$ cat src/rtl/kesf_pkg.sv
// ----------------------------------------------------------------------------
// kesf_pkg
// Shared types and constants for the key event scanner with event FIFO.
// ----------------------------------------------------------------------------
package kesf_pkg;

   // Defaults for the top-level parameters
   localparam int DEF_NUM_KEYS   = 4;
   localparam int DEF_FIFO_DEPTH = 16;

   // Fixed widths of the channel fields
   localparam int MAX_KEYS   = 4;
   localparam int KEY_W      = 2;
   localparam int KIND_W     = 2;
   localparam int STATE_W    = 2;
   localparam int DROP_W     = 3;
   localparam int COUNT_W    = 8;
   localparam int ENTRY_W    = KEY_W + KIND_W;

   // Events of one tick are spread over this many storage banks
   localparam int BANKS      = 4;
   localparam int BANK_W     = 2;
   localparam int NEV_W      = 3;

   // Configuration port
   localparam int CSR_IDX_W  = 1;
   localparam int CSR_DATA_W = 8;
   localparam logic [CSR_IDX_W-1:0] REG_PRESS_COUNT = 1'b0;
   localparam logic [CSR_IDX_W-1:0] REG_LONG_COUNT  = 1'b1;
   localparam logic [COUNT_W-1:0]   PRESS_COUNT_RST = 8'd2;
   localparam logic [COUNT_W-1:0]   LONG_COUNT_RST  = 8'd40;

   // Commands
   localparam logic CMD_TICK = 1'b0;
   localparam logic CMD_POP  = 1'b1;

   // Event kinds
   localparam logic [KIND_W-1:0] KIND_PRESS   = 2'd0;
   localparam logic [KIND_W-1:0] KIND_LONG    = 2'd1;
   localparam logic [KIND_W-1:0] KIND_RELEASE = 2'd2;

   // FIFO fill state
   localparam logic [STATE_W-1:0] FILL_EMPTY = 2'd0;
   localparam logic [STATE_W-1:0] FILL_PART  = 2'd1;
   localparam logic [STATE_W-1:0] FILL_FULL  = 2'd2;

   // What one key lane found on a tick
   typedef struct packed {
      logic              valid;
      logic [KIND_W-1:0] kind;
   } lane_ev_type;

   // Write request for one storage bank
   typedef struct packed {
      logic               en;
      logic               wrap;   // entry lands on the following row
      logic [ENTRY_W-1:0] data;   // kind in upper bits, key in lower
   } bank_wr_type;

endpackage

$ cat src/rtl/kesf_req_if.sv
// ----------------------------------------------------------------------------
// kesf_req_if
// Request channel: scan tick or pop command with key levels.
// ----------------------------------------------------------------------------
interface kesf_req_if;
   logic       valid;
   logic       ready;
   logic       cmd;
   logic [3:0] key_levels;

   modport source (output valid, output cmd, output key_levels, input ready);
   modport sink   (input valid, input cmd, input key_levels, output ready);
endinterface

$ cat src/rtl/kesf_rsp_if.sv
// ----------------------------------------------------------------------------
// kesf_rsp_if
// Response channel: popped event and FIFO status.
// ----------------------------------------------------------------------------
interface kesf_rsp_if;
   logic       valid;
   logic       ready;
   logic       event_valid;
   logic [1:0] event_key;
   logic [1:0] event_kind;
   logic [1:0] fifo_state;
   logic [2:0] events_dropped;

   modport source (output valid, output event_valid, output event_key,
                   output event_kind, output fifo_state, output events_dropped,
                   input ready);
   modport sink   (input valid, input event_valid, input event_key,
                   input event_kind, input fifo_state, input events_dropped,
                   output ready);
endinterface

$ cat src/rtl/key_event_scanner_fifo_unit.sv
// ----------------------------------------------------------------------------
// key_event_scanner_fifo_unit
// Key scanner with per-key hold counters and a FIFO of key events.
//
//   port       dir  handshake         payload
//   req_chan   in   valid/ready       cmd, key_levels
//   rsp_chan   out  valid/ready       event_valid, event_key, event_kind,
//                                     fifo_state, events_dropped
//   csr_*      in   csr_wr_en         csr_index, csr_wr_data
//
// One beat per cycle sustained while rsp_chan.ready holds; a response follows its
// request through the bank read stage, then the output register. All keys are
// scanned in parallel lanes; a tick stores up to four events, one per storage
// bank. Reset is synchronous; the event store is not cleared.
// A stalled response backs up through the read stage into req_chan.ready.
// ----------------------------------------------------------------------------
module key_event_scanner_fifo_unit import kesf_pkg::*; #(
   parameter int NUM_KEYS   = DEF_NUM_KEYS,
   parameter int FIFO_DEPTH = DEF_FIFO_DEPTH
) (
   input  logic                  clock,
   input  logic                  reset,
   input  logic                  csr_wr_en,
   input  logic [CSR_IDX_W-1:0]  csr_index,
   input  logic [CSR_DATA_W-1:0] csr_wr_data,
   kesf_req_if.sink              req_chan,
   kesf_rsp_if.source            rsp_chan
);

   localparam int ROWS  = (FIFO_DEPTH + BANKS - 1) / BANKS;
   localparam int ROW_W = (ROWS > 1) ? $clog2(ROWS) : 1;
   localparam int CNT_W = $clog2(FIFO_DEPTH + 1);

   // configuration
   logic [COUNT_W-1:0] press_ff, press_in;
   logic [COUNT_W-1:0] long_ff, long_in;

   // FIFO control
   logic [CNT_W-1:0]  count_ff, count_in;
   logic [BANK_W-1:0] wr_bank_ff, wr_bank_in;
   logic [ROW_W-1:0]  wr_row_ff, wr_row_in;
   logic [BANK_W-1:0] rd_bank_ff, rd_bank_in;
   logic [ROW_W-1:0]  rd_row_ff, rd_row_in;

   // read stage
   logic               s1_valid_ff, s1_valid_in;
   logic               s1_evv_ff, s1_evv_in;
   logic [BANK_W-1:0]  s1_bank_ff, s1_bank_in;
   logic [STATE_W-1:0] s1_state_ff, s1_state_in;
   logic [DROP_W-1:0]  s1_drop_ff, s1_drop_in;

   // output register
   logic               out_valid_ff, out_valid_in;
   logic               out_evv_ff, out_evv_in;
   logic [KEY_W-1:0]   out_key_ff, out_key_in;
   logic [KIND_W-1:0]  out_kind_ff, out_kind_in;
   logic [STATE_W-1:0] out_state_ff, out_state_in;
   logic [DROP_W-1:0]  out_drop_ff, out_drop_in;

   logic               out_load;
   logic               req_acc;
   logic               tick_go;
   logic               pop_go;
   lane_ev_type        lane_ev [MAX_KEYS];
   bank_wr_type        bank_wr [BANKS];
   logic [NEV_W-1:0]   accepted;
   logic [DROP_W-1:0]  dropped;
   logic [CNT_W-1:0]   free;
   logic [ROW_W-1:0]   wr_row_inc;
   logic [ROW_W-1:0]   rd_row_inc;
   logic [NEV_W-1:0]   wr_sum;
   logic [ENTRY_W-1:0] bank_q [BANKS];
   logic [ENTRY_W-1:0] head_q;
   logic [STATE_W-1:0] state_new;

   // handshake
   assign out_load       = !out_valid_ff || rsp_chan.ready;
   assign req_chan.ready = !s1_valid_ff || out_load;
   assign req_acc        = req_chan.valid && req_chan.ready;
   assign tick_go        = req_acc && (req_chan.cmd == CMD_TICK);
   assign pop_go         = req_acc && (req_chan.cmd == CMD_POP) && (count_ff != '0);

   // configuration writes
   always_comb begin
      press_in = press_ff;
      long_in  = long_ff;
      if (csr_wr_en) begin
         case (csr_index)
            REG_PRESS_COUNT: press_in = csr_wr_data;
            REG_LONG_COUNT:  long_in  = csr_wr_data;
            default: ;
         endcase
      end
   end

   // key lanes
   for (genvar k = 0; k < MAX_KEYS; k++) begin : g_lane
      if (k < NUM_KEYS) begin : g_on
         kesf_lane u_lane (
            .clock       (clock),
            .reset       (reset),
            .tick_en     (tick_go),
            .level       (req_chan.key_levels[k]),
            .press_count (press_ff),
            .long_count  (long_ff),
            .ev          (lane_ev[k])
         );
      end else begin : g_off
         assign lane_ev[k] = '0;
      end
   end

   assign free = CNT_W'(FIFO_DEPTH) - count_ff;

   kesf_merge #(.CNT_W(CNT_W)) u_merge (
      .lane_ev  (lane_ev),
      .wr_bank  (wr_bank_ff),
      .free     (free),
      .bank_wr  (bank_wr),
      .accepted (accepted),
      .dropped  (dropped)
   );

   assign wr_row_inc = (wr_row_ff == ROW_W'(ROWS - 1)) ? '0 : wr_row_ff + ROW_W'(1);
   assign rd_row_inc = (rd_row_ff == ROW_W'(ROWS - 1)) ? '0 : rd_row_ff + ROW_W'(1);

   // event store, interleaved over banks
   for (genvar b = 0; b < BANKS; b++) begin : g_bank
      kesf_ram #(.WIDTH(ENTRY_W), .DEPTH(ROWS), .ADDR_W(ROW_W)) u_ram (
         .clock   (clock),
         .wr_en   (tick_go && bank_wr[b].en),
         .wr_addr (bank_wr[b].wrap ? wr_row_inc : wr_row_ff),
         .wr_data (bank_wr[b].data),
         .rd_en   (pop_go && (rd_bank_ff == BANK_W'(b))),
         .rd_addr (rd_row_ff),
         .rd_data (bank_q[b])
      );
   end

   // pointers and fill count
   assign wr_sum = NEV_W'(wr_bank_ff) + accepted;

   always_comb begin
      count_in   = count_ff;
      wr_bank_in = wr_bank_ff;
      wr_row_in  = wr_row_ff;
      rd_bank_in = rd_bank_ff;
      rd_row_in  = rd_row_ff;
      if (tick_go) begin
         count_in   = count_ff + CNT_W'(accepted);
         wr_bank_in = wr_sum[BANK_W-1:0];
         wr_row_in  = wr_sum[BANK_W] ? wr_row_inc : wr_row_ff;
      end else if (pop_go) begin
         count_in   = count_ff - CNT_W'(1);
         rd_bank_in = rd_bank_ff + BANK_W'(1);
         rd_row_in  = (rd_bank_ff == BANK_W'(BANKS - 1)) ? rd_row_inc : rd_row_ff;
      end
   end

   always_comb begin
      if (count_in == '0) begin
         state_new = FILL_EMPTY;
      end else if (count_in == CNT_W'(FIFO_DEPTH)) begin
         state_new = FILL_FULL;
      end else begin
         state_new = FILL_PART;
      end
   end

   // read stage
   assign s1_valid_in = req_acc ? 1'b1 : (out_load ? 1'b0 : s1_valid_ff);
   assign s1_evv_in   = req_acc ? pop_go : s1_evv_ff;
   assign s1_bank_in  = req_acc ? rd_bank_ff : s1_bank_ff;
   assign s1_state_in = req_acc ? state_new : s1_state_ff;
   assign s1_drop_in  = req_acc ? (tick_go ? dropped : '0) : s1_drop_ff;

   // output register
   assign head_q       = bank_q[s1_bank_ff];
   assign out_valid_in = out_load ? s1_valid_ff : out_valid_ff;
   assign out_evv_in   = out_load ? s1_evv_ff : out_evv_ff;
   assign out_key_in   = out_load ? (s1_evv_ff ? head_q[KEY_W-1:0] : '0) : out_key_ff;
   assign out_kind_in  = out_load ? (s1_evv_ff ? head_q[ENTRY_W-1:KEY_W] : '0)
                                  : out_kind_ff;
   assign out_state_in = out_load ? s1_state_ff : out_state_ff;
   assign out_drop_in  = out_load ? s1_drop_ff : out_drop_ff;

   always_ff @(posedge clock) begin
      if (reset) begin
         press_ff     <= PRESS_COUNT_RST;
         long_ff      <= LONG_COUNT_RST;
         count_ff     <= '0;
         wr_bank_ff   <= '0;
         wr_row_ff    <= '0;
         rd_bank_ff   <= '0;
         rd_row_ff    <= '0;
         s1_valid_ff  <= 1'b0;
         out_valid_ff <= 1'b0;
      end else begin
         press_ff     <= press_in;
         long_ff      <= long_in;
         count_ff     <= count_in;
         wr_bank_ff   <= wr_bank_in;
         wr_row_ff    <= wr_row_in;
         rd_bank_ff   <= rd_bank_in;
         rd_row_ff    <= rd_row_in;
         s1_valid_ff  <= s1_valid_in;
         out_valid_ff <= out_valid_in;
      end
   end

   always_ff @(posedge clock) begin
      s1_evv_ff    <= s1_evv_in;
      s1_bank_ff   <= s1_bank_in;
      s1_state_ff  <= s1_state_in;
      s1_drop_ff   <= s1_drop_in;
      out_evv_ff   <= out_evv_in;
      out_key_ff   <= out_key_in;
      out_kind_ff  <= out_kind_in;
      out_state_ff <= out_state_in;
      out_drop_ff  <= out_drop_in;
   end

   assign rsp_chan.valid          = out_valid_ff;
   assign rsp_chan.event_valid    = out_evv_ff;
   assign rsp_chan.event_key      = out_key_ff;
   assign rsp_chan.event_kind     = out_kind_ff;
   assign rsp_chan.fifo_state     = out_state_ff;
   assign rsp_chan.events_dropped = out_drop_ff;

endmodule

$ cat src/rtl/kesf_ram.sv
// ----------------------------------------------------------------------------
// kesf_ram
// Generic single-write, single-read RAM with registered read data.
// ----------------------------------------------------------------------------
module kesf_ram #(
   parameter int WIDTH  = 4,
   parameter int DEPTH  = 4,
   parameter int ADDR_W = (DEPTH > 1) ? $clog2(DEPTH) : 1
) (
   input  logic              clock,
   input  logic              wr_en,
   input  logic [ADDR_W-1:0] wr_addr,
   input  logic [WIDTH-1:0]  wr_data,
   input  logic              rd_en,
   input  logic [ADDR_W-1:0] rd_addr,
   output logic [WIDTH-1:0]  rd_data
);

   logic [WIDTH-1:0] mem_ff [DEPTH];
   logic [WIDTH-1:0] rd_data_ff;

   always_ff @(posedge clock) begin
      if (wr_en) begin
         mem_ff[wr_addr] <= wr_data;
      end
      if (rd_en) begin
         rd_data_ff <= mem_ff[rd_addr];
      end
   end

   assign rd_data = rd_data_ff;

endmodule

$ cat src/rtl/kesf_lane.sv
// ----------------------------------------------------------------------------
// kesf_lane
// One key: hold counter and press / long-press / release detection.
// ----------------------------------------------------------------------------
module kesf_lane import kesf_pkg::*; (
   input  logic               clock,
   input  logic               reset,
   input  logic               tick_en,
   input  logic               level,       // active low
   input  logic [COUNT_W-1:0] press_count,
   input  logic [COUNT_W-1:0] long_count,
   output lane_ev_type        ev
);

   logic [COUNT_W-1:0] hold_ff;
   logic [COUNT_W-1:0] hold_in;
   logic [COUNT_W-1:0] hold_inc;
   logic [COUNT_W-1:0] hold_new;

   assign hold_inc = hold_ff + COUNT_W'(1);

   always_comb begin
      ev       = '0;
      hold_new = hold_ff;
      if (!level) begin
         hold_new = hold_inc;
         if (hold_inc < press_count) begin
            // still debouncing
         end else if (hold_inc == press_count) begin
            ev.valid = 1'b1;
            ev.kind  = KIND_PRESS;
         end else if (hold_inc >= long_count) begin
            ev.valid = 1'b1;
            ev.kind  = KIND_LONG;
            hold_new = '0;
         end
      end else if (hold_ff >= press_count) begin
         ev.valid = 1'b1;
         ev.kind  = KIND_RELEASE;
         hold_new = '0;
      end
   end

   assign hold_in = tick_en ? hold_new : hold_ff;

   always_ff @(posedge clock) begin
      if (reset) begin
         hold_ff <= '0;
      end else begin
         hold_ff <= hold_in;
      end
   end

endmodule

$ cat src/rtl/kesf_merge.sv
// ----------------------------------------------------------------------------
// kesf_merge
// Packs the lane events of one tick in key order onto consecutive FIFO slots,
// limited by the free space, and counts what is dropped.
// ----------------------------------------------------------------------------
module kesf_merge import kesf_pkg::*; #(
   parameter int CNT_W = 5
) (
   input  lane_ev_type       lane_ev [MAX_KEYS],
   input  logic [BANK_W-1:0] wr_bank,
   input  logic [CNT_W-1:0]  free,
   output bank_wr_type       bank_wr [BANKS],
   output logic [NEV_W-1:0]  accepted,
   output logic [DROP_W-1:0] dropped
);

   localparam int XW = (CNT_W > NEV_W) ? CNT_W : NEV_W;

   logic [NEV_W-1:0] pos [MAX_KEYS];
   logic [NEV_W-1:0] n_ev;
   logic [XW-1:0]    free_x;
   logic [XW-1:0]    n_x;

   // slot of each event within this tick
   always_comb begin
      n_ev = '0;
      for (int i = 0; i < MAX_KEYS; i++) begin
         pos[i] = n_ev;
         n_ev   = n_ev + NEV_W'(lane_ev[i].valid);
      end
   end

   assign free_x   = XW'(free);
   assign n_x      = XW'(n_ev);
   assign accepted = (n_x <= free_x) ? n_ev : free_x[NEV_W-1:0];
   assign dropped  = DROP_W'(n_ev - accepted);

   always_comb begin
      logic [BANK_W-1:0] offs;
      for (int b = 0; b < BANKS; b++) begin
         offs         = BANK_W'(b) - wr_bank;
         bank_wr[b]   = '0;
         bank_wr[b].wrap = (BANK_W'(b) < wr_bank);
         for (int i = 0; i < MAX_KEYS; i++) begin
            if (lane_ev[i].valid && pos[i] == NEV_W'(offs) && NEV_W'(offs) < accepted) begin
               bank_wr[b].en   = 1'b1;
               bank_wr[b].data = {lane_ev[i].kind, KEY_W'(i)};
            end
         end
      end
   end

endmodule
$ cat src/flat_wrapper.sv
// flat-port wrapper written by rule: the top's interface ports become plain ports
module key_event_scanner_fifo_unit_flat import kesf_pkg::*;
#(
   parameter int NUM_KEYS   = DEF_NUM_KEYS,
   parameter int FIFO_DEPTH = DEF_FIFO_DEPTH
)
  (clock, reset, csr_wr_en, csr_index, csr_wr_data, req_chan_valid, req_chan_cmd, req_chan_key_levels, req_chan_ready, rsp_chan_valid, rsp_chan_event_valid, rsp_chan_event_key, rsp_chan_event_kind, rsp_chan_fifo_state, rsp_chan_events_dropped, rsp_chan_ready);
  kesf_req_if req_chan_i ();
  kesf_rsp_if rsp_chan_i ();
  input  logic clock;
  input  logic reset;
  input  logic csr_wr_en;
  input  logic [CSR_IDX_W-1:0] csr_index;
  input  logic [CSR_DATA_W-1:0] csr_wr_data;
  input wire logic [$bits(req_chan_i.valid)-1:0] req_chan_valid;
  input wire logic [$bits(req_chan_i.cmd)-1:0] req_chan_cmd;
  input wire logic [$bits(req_chan_i.key_levels)-1:0] req_chan_key_levels;
  output wire logic [$bits(req_chan_i.ready)-1:0] req_chan_ready;
  output wire logic [$bits(rsp_chan_i.valid)-1:0] rsp_chan_valid;
  output wire logic [$bits(rsp_chan_i.event_valid)-1:0] rsp_chan_event_valid;
  output wire logic [$bits(rsp_chan_i.event_key)-1:0] rsp_chan_event_key;
  output wire logic [$bits(rsp_chan_i.event_kind)-1:0] rsp_chan_event_kind;
  output wire logic [$bits(rsp_chan_i.fifo_state)-1:0] rsp_chan_fifo_state;
  output wire logic [$bits(rsp_chan_i.events_dropped)-1:0] rsp_chan_events_dropped;
  input wire logic [$bits(rsp_chan_i.ready)-1:0] rsp_chan_ready;
  assign req_chan_i.valid = req_chan_valid;
  assign req_chan_i.cmd = req_chan_cmd;
  assign req_chan_i.key_levels = req_chan_key_levels;
  assign req_chan_ready = req_chan_i.ready;
  assign rsp_chan_valid = rsp_chan_i.valid;
  assign rsp_chan_event_valid = rsp_chan_i.event_valid;
  assign rsp_chan_event_key = rsp_chan_i.event_key;
  assign rsp_chan_event_kind = rsp_chan_i.event_kind;
  assign rsp_chan_fifo_state = rsp_chan_i.fifo_state;
  assign rsp_chan_events_dropped = rsp_chan_i.events_dropped;
  assign rsp_chan_i.ready = rsp_chan_ready;
  key_event_scanner_fifo_unit #(.NUM_KEYS(NUM_KEYS), .FIFO_DEPTH(FIFO_DEPTH)) u_core (.clock(clock), .reset(reset), .csr_wr_en(csr_wr_en), .csr_index(csr_index), .csr_wr_data(csr_wr_data), .req_chan(req_chan_i), .rsp_chan(rsp_chan_i));
endmodule
$ cat config.mk
export PLATFORM = sky130hd
export DESIGN_NAME = key_event_scanner_fifo_unit_flat
export DESIGN_NICKNAME = d
export VERILOG_FILES = /design/src/rtl/kesf_pkg.sv /design/src/rtl/kesf_req_if.sv /design/src/rtl/kesf_rsp_if.sv /design/src/rtl/key_event_scanner_fifo_unit.sv /design/src/rtl/kesf_ram.sv /design/src/rtl/kesf_lane.sv /design/src/rtl/kesf_merge.sv /design/src/flat_wrapper.sv
export SDC_FILE = /design/constraint.sdc
export NUM_CORES = 1
export LEC_CHECK = 0
export BUFFER_PORTS_ARGS = -buffer_cell sky130_fd_sc_hd__buf_2
export CAP_MARGIN = 30
export CELL_PAD_IN_SITES_DETAIL_PLACEMENT = 1
export CELL_PAD_IN_SITES_GLOBAL_PLACEMENT = 1
export CORE_MARGIN = 3
export CORE_UTILIZATION = 54
export CTS_CLUSTER_DIAMETER = 120
export DETAILED_ROUTE_END_ITERATION = 8
export GPL_TIMING_DRIVEN = 0
export PLACE_DENSITY_LB_ADDON = 0.1
export SLEW_MARGIN = 20
export SYNTH_ARGS = -nofsm -noshare
export SYNTH_HDL_FRONTEND = slang
export SYNTH_SLANG_ARGS = --single-unit
$ cat constraint.sdc
create_clock -name clock -period 17.2 [get_ports clock]
set_clock_uncertainty 0.1 [all_clocks]
set_input_delay 2.58 -clock clock [delete_from_list [all_inputs] [get_ports clock]]
set_output_delay 2.58 -clock clock [all_outputs]
set_load 0.02 [all_outputs]
Word-level counts from Yosys, hierarchy flattened
Memories as Yosys holds them, arrays and structs flattened. A register that Yosys moved wholly into a read port is not among the register bits.
Cells that the tools add are included.
W data, S select, Z words.
- register bits after elaboration: 81
- memory bits (writable): 64
- input bits: 19
- memories kept: 4
- memory list (memory ; words ; bits a word ; read ports ; clocked after memory_dff ; write ports ; RTL line ; text):
    u_core.g_bank[0].u_ram.mem_ff ; 4 ; 4 ; 1 ; 1 ; 1 ; kesf_ram.sv:19 ; logic [WIDTH-1:0] mem_ff [DEPTH];
    u_core.g_bank[1].u_ram.mem_ff ; 4 ; 4 ; 1 ; 1 ; 1 ; kesf_ram.sv:19 ;
    u_core.g_bank[2].u_ram.mem_ff ; 4 ; 4 ; 1 ; 1 ; 1 ; kesf_ram.sv:19 ;
    u_core.g_bank[3].u_ram.mem_ff ; 4 ; 4 ; 1 ; 1 ; 1 ; kesf_ram.sv:19 ;
- add/sub/neg operators: 19
- magnitude comparators: 22
- eq/ne operators: 26
- mux-type cells: 95
- bitwise operators: 4
- reductions and logical operators: 65
- operator list (cell ; number):
    $mux W8 ; 20
    $mux W4 ; 18
    $ge A8 B8 Y1 ; 8
    $mux W3 ; 21
    $logic_and A1 B1 Y1 ; 44
    $add A8 B1 Y8 const B ; 4
    $eq A8 B8 Y1 ; 4
    $lt A8 B8 Y1 ; 4
    $mux W1 ; 26
    $reduce_and A2 Y1 ; 8
    $mux W2 ; 7
    $eq A3 B2 Y1 ; 4
    $logic_not A3 Y1 ; 4
    $lt A2 B3 Y1 ; 4
    $mux W5 ; 2
    $bmux W4 S2 ; 1
    $eq A1 B2 Y1 ; 4
    $eq A2 B2 Y1 ; 4
    $eq A2 B2 Y1 const B ; 4
    $ne A2 B1 Y1 const B ; 4
    $add A2 B1 Y2 const B ; 3
    $add A5 B3 Y5 ; 1
    $eq A5 B5 Y1 const B ; 1
    $le A3 B5 Y1 ; 1
    22 further kinds ; 30

Depth between registers and ports, before layout
- depth after elaboration: 20
- depth in mapped cells: 29
- gate-level depth less buffers: 29

Hierarchy
From an unflattened synthesis, not the netlist that was laid out.
- cell total of the unflattened synthesis: 1039
- area total of the unflattened synthesis: 11040.6 um2
- by module, submodules not included (module ; instances ; cells each ; area each (um2) ; sequential area each (um2)):
    kesf_lane ; 4 ; 126 ; 1124.8 ; 160.2
    kesf_ram ; 4 ; 28 ; 737.0 ; 600.6
    key_event_scanner_fifo_unit ; 1 ; 238 ; 2388.5 ; 1161.1
    kesf_merge ; 1 ; 185 ; 1204.9 ; 0.0

Worst setup path after synthesis
No wires, ideal clock.
- kind: input to register
- start point: input req_chan_key_levels[2]
- end point: memory u_core.g_bank[1].u_ram.mem_ff[0][0], enable pin
- arrival time: 7489 ps
- setup slack: 9272 ps
- cell stages on the path: 19
- buffers on the path: 0
- cells stage by stage: inv_1 -> a221oi_2 -> nor2_1 -> fa_1 -> inv_1 -> ha_1 -> fa_1 -> ha_1 -> and3_1 -> or2_2 -> nor3_1 -> nand2_1 -> o21ai_0 -> ha_1 -> nor4_1 -> a211o_1 -> or3_4 -> a31o_1 -> a21oi_1
- longest elaborated chain between the ends: 14
- RTL lines (item ; RTL line ; text):
    from (decl) ; flat_wrapper.sv:17 ; input wire logic [$bits(req_chan_i.key_levels)-1:0] req_chan_key_levels;
    $mux W3 * ; kesf_lane.sv:25 ; if (!level) begin
    $add A2 B1 Y3 ; kesf_merge.sv:29 ; n_ev = n_ev + NEV_W'(lane_ev[i].valid);
    $add A3 B1 Y3 ; kesf_merge.sv:29 ;
    $le A3 B5 Y1 ; kesf_merge.sv:35 ; assign accepted = (n_x <= free_x) ? n_ev : free_x[NEV_W-1:0];
    $mux W3 ; kesf_merge.sv:35 ;
    $lt A2 B3 Y1 ; kesf_merge.sv:45 ; if (lane_ev[i].valid && pos[i] == NEV_W'(offs) && NEV_W'(offs) < accepted) begin
    $logic_and A1 B1 Y1 ; kesf_merge.sv:45 ;
    $mux W1 (3 in series) ; kesf_merge.sv:45 ;
    $mux W1 * ; kesf_merge.sv:45 ;
    $logic_and A1 B1 Y1 * ; key_event_scanner_fifo_unit.sv:131 ; .wr_en (tick_go && bank_wr[b].en),
    $mux W1 * ; kesf_ram.sv:23 ; if (wr_en) begin
    $mux W1 (implied by the code) * ; kesf_ram.sv:24 ; mem_ff[wr_addr] <= wr_data;
    to (decl) ; kesf_ram.sv:19 ;
Every way passes the cells marked *; elsewhere a longest branch is shown, timed or not.

Worst setup path after layout
- start point: input req_chan_key_levels[3]
- end point: memory u_core.g_bank[3].u_ram.mem_ff[2][3], enable pin
- longest elaborated chain between the ends: 13
- RTL lines (item ; RTL line):
    $mux W3 * ; kesf_lane.sv:25
    $add A3 B1 Y3 ; kesf_merge.sv:29
    $le A3 B5 Y1 ; kesf_merge.sv:35
    $mux W3 ; kesf_merge.sv:35
    $lt A2 B3 Y1 ; kesf_merge.sv:45
    $logic_and A1 B1 Y1 ; kesf_merge.sv:45
    $mux W1 (3 in series) ; kesf_merge.sv:45
    $mux W1 * ; kesf_merge.sv:45
    $logic_and A1 B1 Y1 * ; key_event_scanner_fifo_unit.sv:131
    $mux W1 * ; kesf_ram.sv:23
    $mux W1 (implied by the code) * ; kesf_ram.sv:24
    to (decl) ; kesf_ram.sv:19
Marks and branches as above.

==> impl_metrics.env <==
export IMPL_hold_viol=0
export IMPL_synth_cells=1082
export IMPL_worst_slew_pin_slew_ps=997.5
export IMPL_critPathBufInv=3
export IMPL_hold_buffers=0
export IMPL_critical_path_max_fanout=10
export IMPL_required_ps=17230
export IMPL_reg2reg_from="u_core.g_lane[2].g_on.u_lane.hold_ff[0]"
export IMPL_syn2layout_area_growth_pct=9.973
export IMPL_path_cells="buf_2 -> and3_1 -> a21oi_1 -> o31a_1 -> clkbuf_1 -> inv_1 -> ha_1 -> fa_1 -> ha_1 -> and3_1 -> or2_2 -> nor3_1 -> nand2_1 -> o21ai_0 -> ha_1 -> nand2b_1 -> a21oi_1 -> nand2_1 -> o211ai_1 -> o31ai_1 -> a221o_1 -> and3_1"
export IMPL_cp_start_kind="input pin"
export IMPL_peakVddDrop_v=0.00006387
export IMPL_maxCapViolations=0
export IMPL_yosysTopAreaCellShare_pct=27.56
export IMPL_hp_class="reg -> reg"
export IMPL_wl_met3_um=1931
export IMPL_synth_seq_cells=161
export IMPL_period_share_pct=56.40
export IMPL_drt_wirelength_per_cell_um=23.43
export IMPL_firstDrtPassIters=5
export IMPL_critPathMaxStageDelay_ps=730
export IMPL_ctsResizeCount=0
export IMPL_first_iter_violations=713
export IMPL_via_per_inst=6.421
export IMPL_diodes=0
export IMPL_highest_layer="met4"
export IMPL_clkPwrFrac_pct=37.7
export IMPL_grt_max_degree=19
export IMPL_power_density_nw_per_um2=86.67
export IMPL_detail_route_antenna_nets=0
export IMPL_cpLargestDelayFamily="compound AO/OA/AOI/OAI gates"
export IMPL_port_buffers=29
export IMPL_synth_seq_area_share_pct=39.38
export IMPL_final_instance_count_excl_fill=1405
export IMPL_critPathArrivalTime_ps=9730
export IMPL_grt_pass1_wl_um=51820
export IMPL_min_from="u_core.s1_state_ff[1]"
export IMPL_setup_viol=0
export IMPL_overflow=0
export IMPL_layout_min_cycle_time_ps=9701
export IMPL_p_int_uw=681.0
export IMPL_hpwlAfterDp_um=24060
export IMPL_core_area_um2=19080
export IMPL_cts_tree="done"
export IMPL_synth_warnings=0
export IMPL_grt_usage_pct=30.76
export IMPL_routedLengthMet1_um=14050
export IMPL_cts_sinks=161
export IMPL_maxClockFrequency_ghz=0.1031
export IMPL_yosys_area_top_type="edfxtp_1"
export IMPL_critPathCaptureType="register"
export IMPL_post_place_cells=1371
export IMPL_async_reset_ff_share_pct=0
export IMPL_cp_slowest_cell="o31ai_1"
export IMPL_synth_nets=1235
export IMPL_pwr_share_comb_pct=19.8
export IMPL_yosys_top_cells_area="edfxtp_1 (28%), ha_1 (15%), dfxtp_1 (12%)"
export IMPL_power_leakage_uw=0.004803
export IMPL_dieWidth_um=146.6
export IMPL_clock_root_buffer="clkbuf_16"
export IMPL_vias=9022
export IMPL_numCtsBuffers=17
export IMPL_io_pins=31
export IMPL_relSlewSlack_pct=33.26
export IMPL_status="finished, final reports clean"
export IMPL_drive_gt1_share_pct=9.345
export IMPL_maxSlewViolCount=0
export IMPL_synth_cell_area_um2=10680
export IMPL_switching_share_pct=33.07
export IMPL_crit_start="req_chan_key_levels[3]"
export IMPL_gp_congestion=0.8860
export IMPL_clk_pin_slew_ps=70
export IMPL_rsz0062_at_grt="no"
export IMPL_synth_ff_type="edfxtp_1"
export IMPL_grt_pass1_vias=9396
export IMPL_dieArea_um2=21490
export IMPL_die_height_um=146.6
export IMPL_route_met2_wl_um=15910
export IMPL_p_switching_uw=336.5
export IMPL_fillCellCount=2179
export IMPL_syn_avg_cell_area_um2=9.867
export IMPL_totalPowerFinal_uw=1018
export IMPL_antenna_found_initial=0
export IMPL_clock_latency_ps=450
export IMPL_setup_tns_final_ps=0
export IMPL_initial_core_util_pct=55.95
export IMPL_whs_ps=332.3
export IMPL_post_cts_buffers=0
export IMPL_synth_edf_count=98
export IMPL_drc_errors=0
export IMPL_cts_max_path_buffers=2
export IMPL_htreeDepth=4
export IMPL_wl_um=32920
export IMPL_final_nets=1285
export IMPL_pwr_share_seq_pct=42.5
export IMPL_rows=50
export IMPL_worstSetupPathType="in -> reg"
export IMPL_ys_types=77
## power groups by stage
stage / sequential [µW] / clock, µW / combinational (µW)
after floorplan: 442 / 0 / 131
after global placement: 439 / 0 / 181
after detailed placement: 440 / 0 / 190
after CTS: 432 / 385 / 196
after global routing: 434 / 401 / 218
final: 432 / 384 / 202
## registers in the layout (all words and copies together), names as in the netlist, 2 cells and up
signal,flops
u_core.rsp_chan.event_key,2
u_core.rd_row_ff,2
u_core.rsp_chan.event_kind,2
u_core.rsp_chan.events_dropped,3
u_core.g_bank.u_ram.mem_ff,64
u_core.s1_drop_ff,3
u_core.s1_bank_ff,2
u_core.g_bank.u_ram.rd_data,16
u_core.g_lane.g_on.u_lane.hold_ff,32
u_core.wr_bank_ff,2
u_core.wr_row_ff,2
u_core.count_ff,5
u_core.press_ff,8
u_core.rsp_chan.fifo_state,2
u_core.s1_state_ff,2
u_core.rd_bank_ff,2
u_core.long_ff,8
## worst register-to-register path: cells and delay by family, from the launching register on
family,cells,cell delay (ps)
AO/OA/AOI/OAI,9,2740
AND/OR/NAND/NOR,10,2690
XOR/XNOR,1,340
adder cells (fa/ha/maj),7,2620
buffers and inverters,1,60
flip-flops,1,460
## final cells by class
| cell class | instances | area (µm²) | share of cell area (%) |
|---|---|---|---|
| plain buffers | 34 | 128.9 | 1.098 |
| repair buffers | 31 | 155.1 | 1.321 |
| inverters | 54 | 202.7 | 1.726 |
| flip-flops and latches | 161 | 4204 | 35.81 |
| well taps | 260 | 325.3 | 2.771 |
| clock inverters | 15 | 158.9 | 1.353 |
| multi-input cells | 833 | 6141 | 52.30 |
| clock buffers | 17 | 425.4 | 3.623 |
## cell usage in the layout, fill, tap and decap left out, types with 21 or more instances in the layout
cell type and n:
inv_1 54, ha_1 130, dfxtp_1 63, edfxtp_1 98, clkbuf_1 29, o21ai_0 43
buf_2 31, nand3_1 21, nor2_1 105, nor3_1 23, a21oi_1 95, nand2_1 97
xor2_1 22
## Yosys cell counts, drive strengths merged, types with 21 or more instances
library cell    n
xor2           22
a21oi          95
inv            54
nor3           24
clkbuf         29
dfxtp          63
nand2          98
nor2          105
ha            130
o21ai          45
nand3          21
edfxtp         98
## layer usage
layer	global-route usage, %	up-vias
li1	-	4099
met1	40.06	4501
met2	51.56	333
met3	4.997	89
met4	11.85	0
met5	0	-
## final timing paths
kind | endpoint | slack (ps) | cells after the start
worst max-delay path | u_core.g_bank[3].u_ram.mem_ff[2][3] | 7500 | 22
worst min-delay path | u_core.rsp_chan.fifo_state[1] | 330 | 0
worst max register to register | u_core.g_bank[3].u_ram.mem_ff[2][3] | 7890 | 28
worst min register to register | u_core.rsp_chan.fifo_state[1] | 330 | 0
## cells by family after synthesis
family	after synthesis	synth area share, %
DFF	161	39.38
buffers and inverters	88	3.105
and+or+nand+nor	379	17.74
muxes	28	4.969
adders and majority gates	134	15.99
xor gates and xnor gates	41	3.434
AOI/OAI and AO/OA	251	15.39
## stage by stage
| stage | worst slack [ps] | util, % | cell area [µm²] |
|---|---|---|---|
| CTS | 7837 | 61.48 | 11730 |
| floorplan | 9272 | - | 10680 |
| detailed placement | 7533 | 58.42 | 11150 |
| global route | 7255 | 61.53 | 11740 |
| global placement | 7692 | 58.42 | 11150 |
| finish | 7499 | 61.53 | 11740 |
No activity file was read; power rests on OpenSTA's default activity.
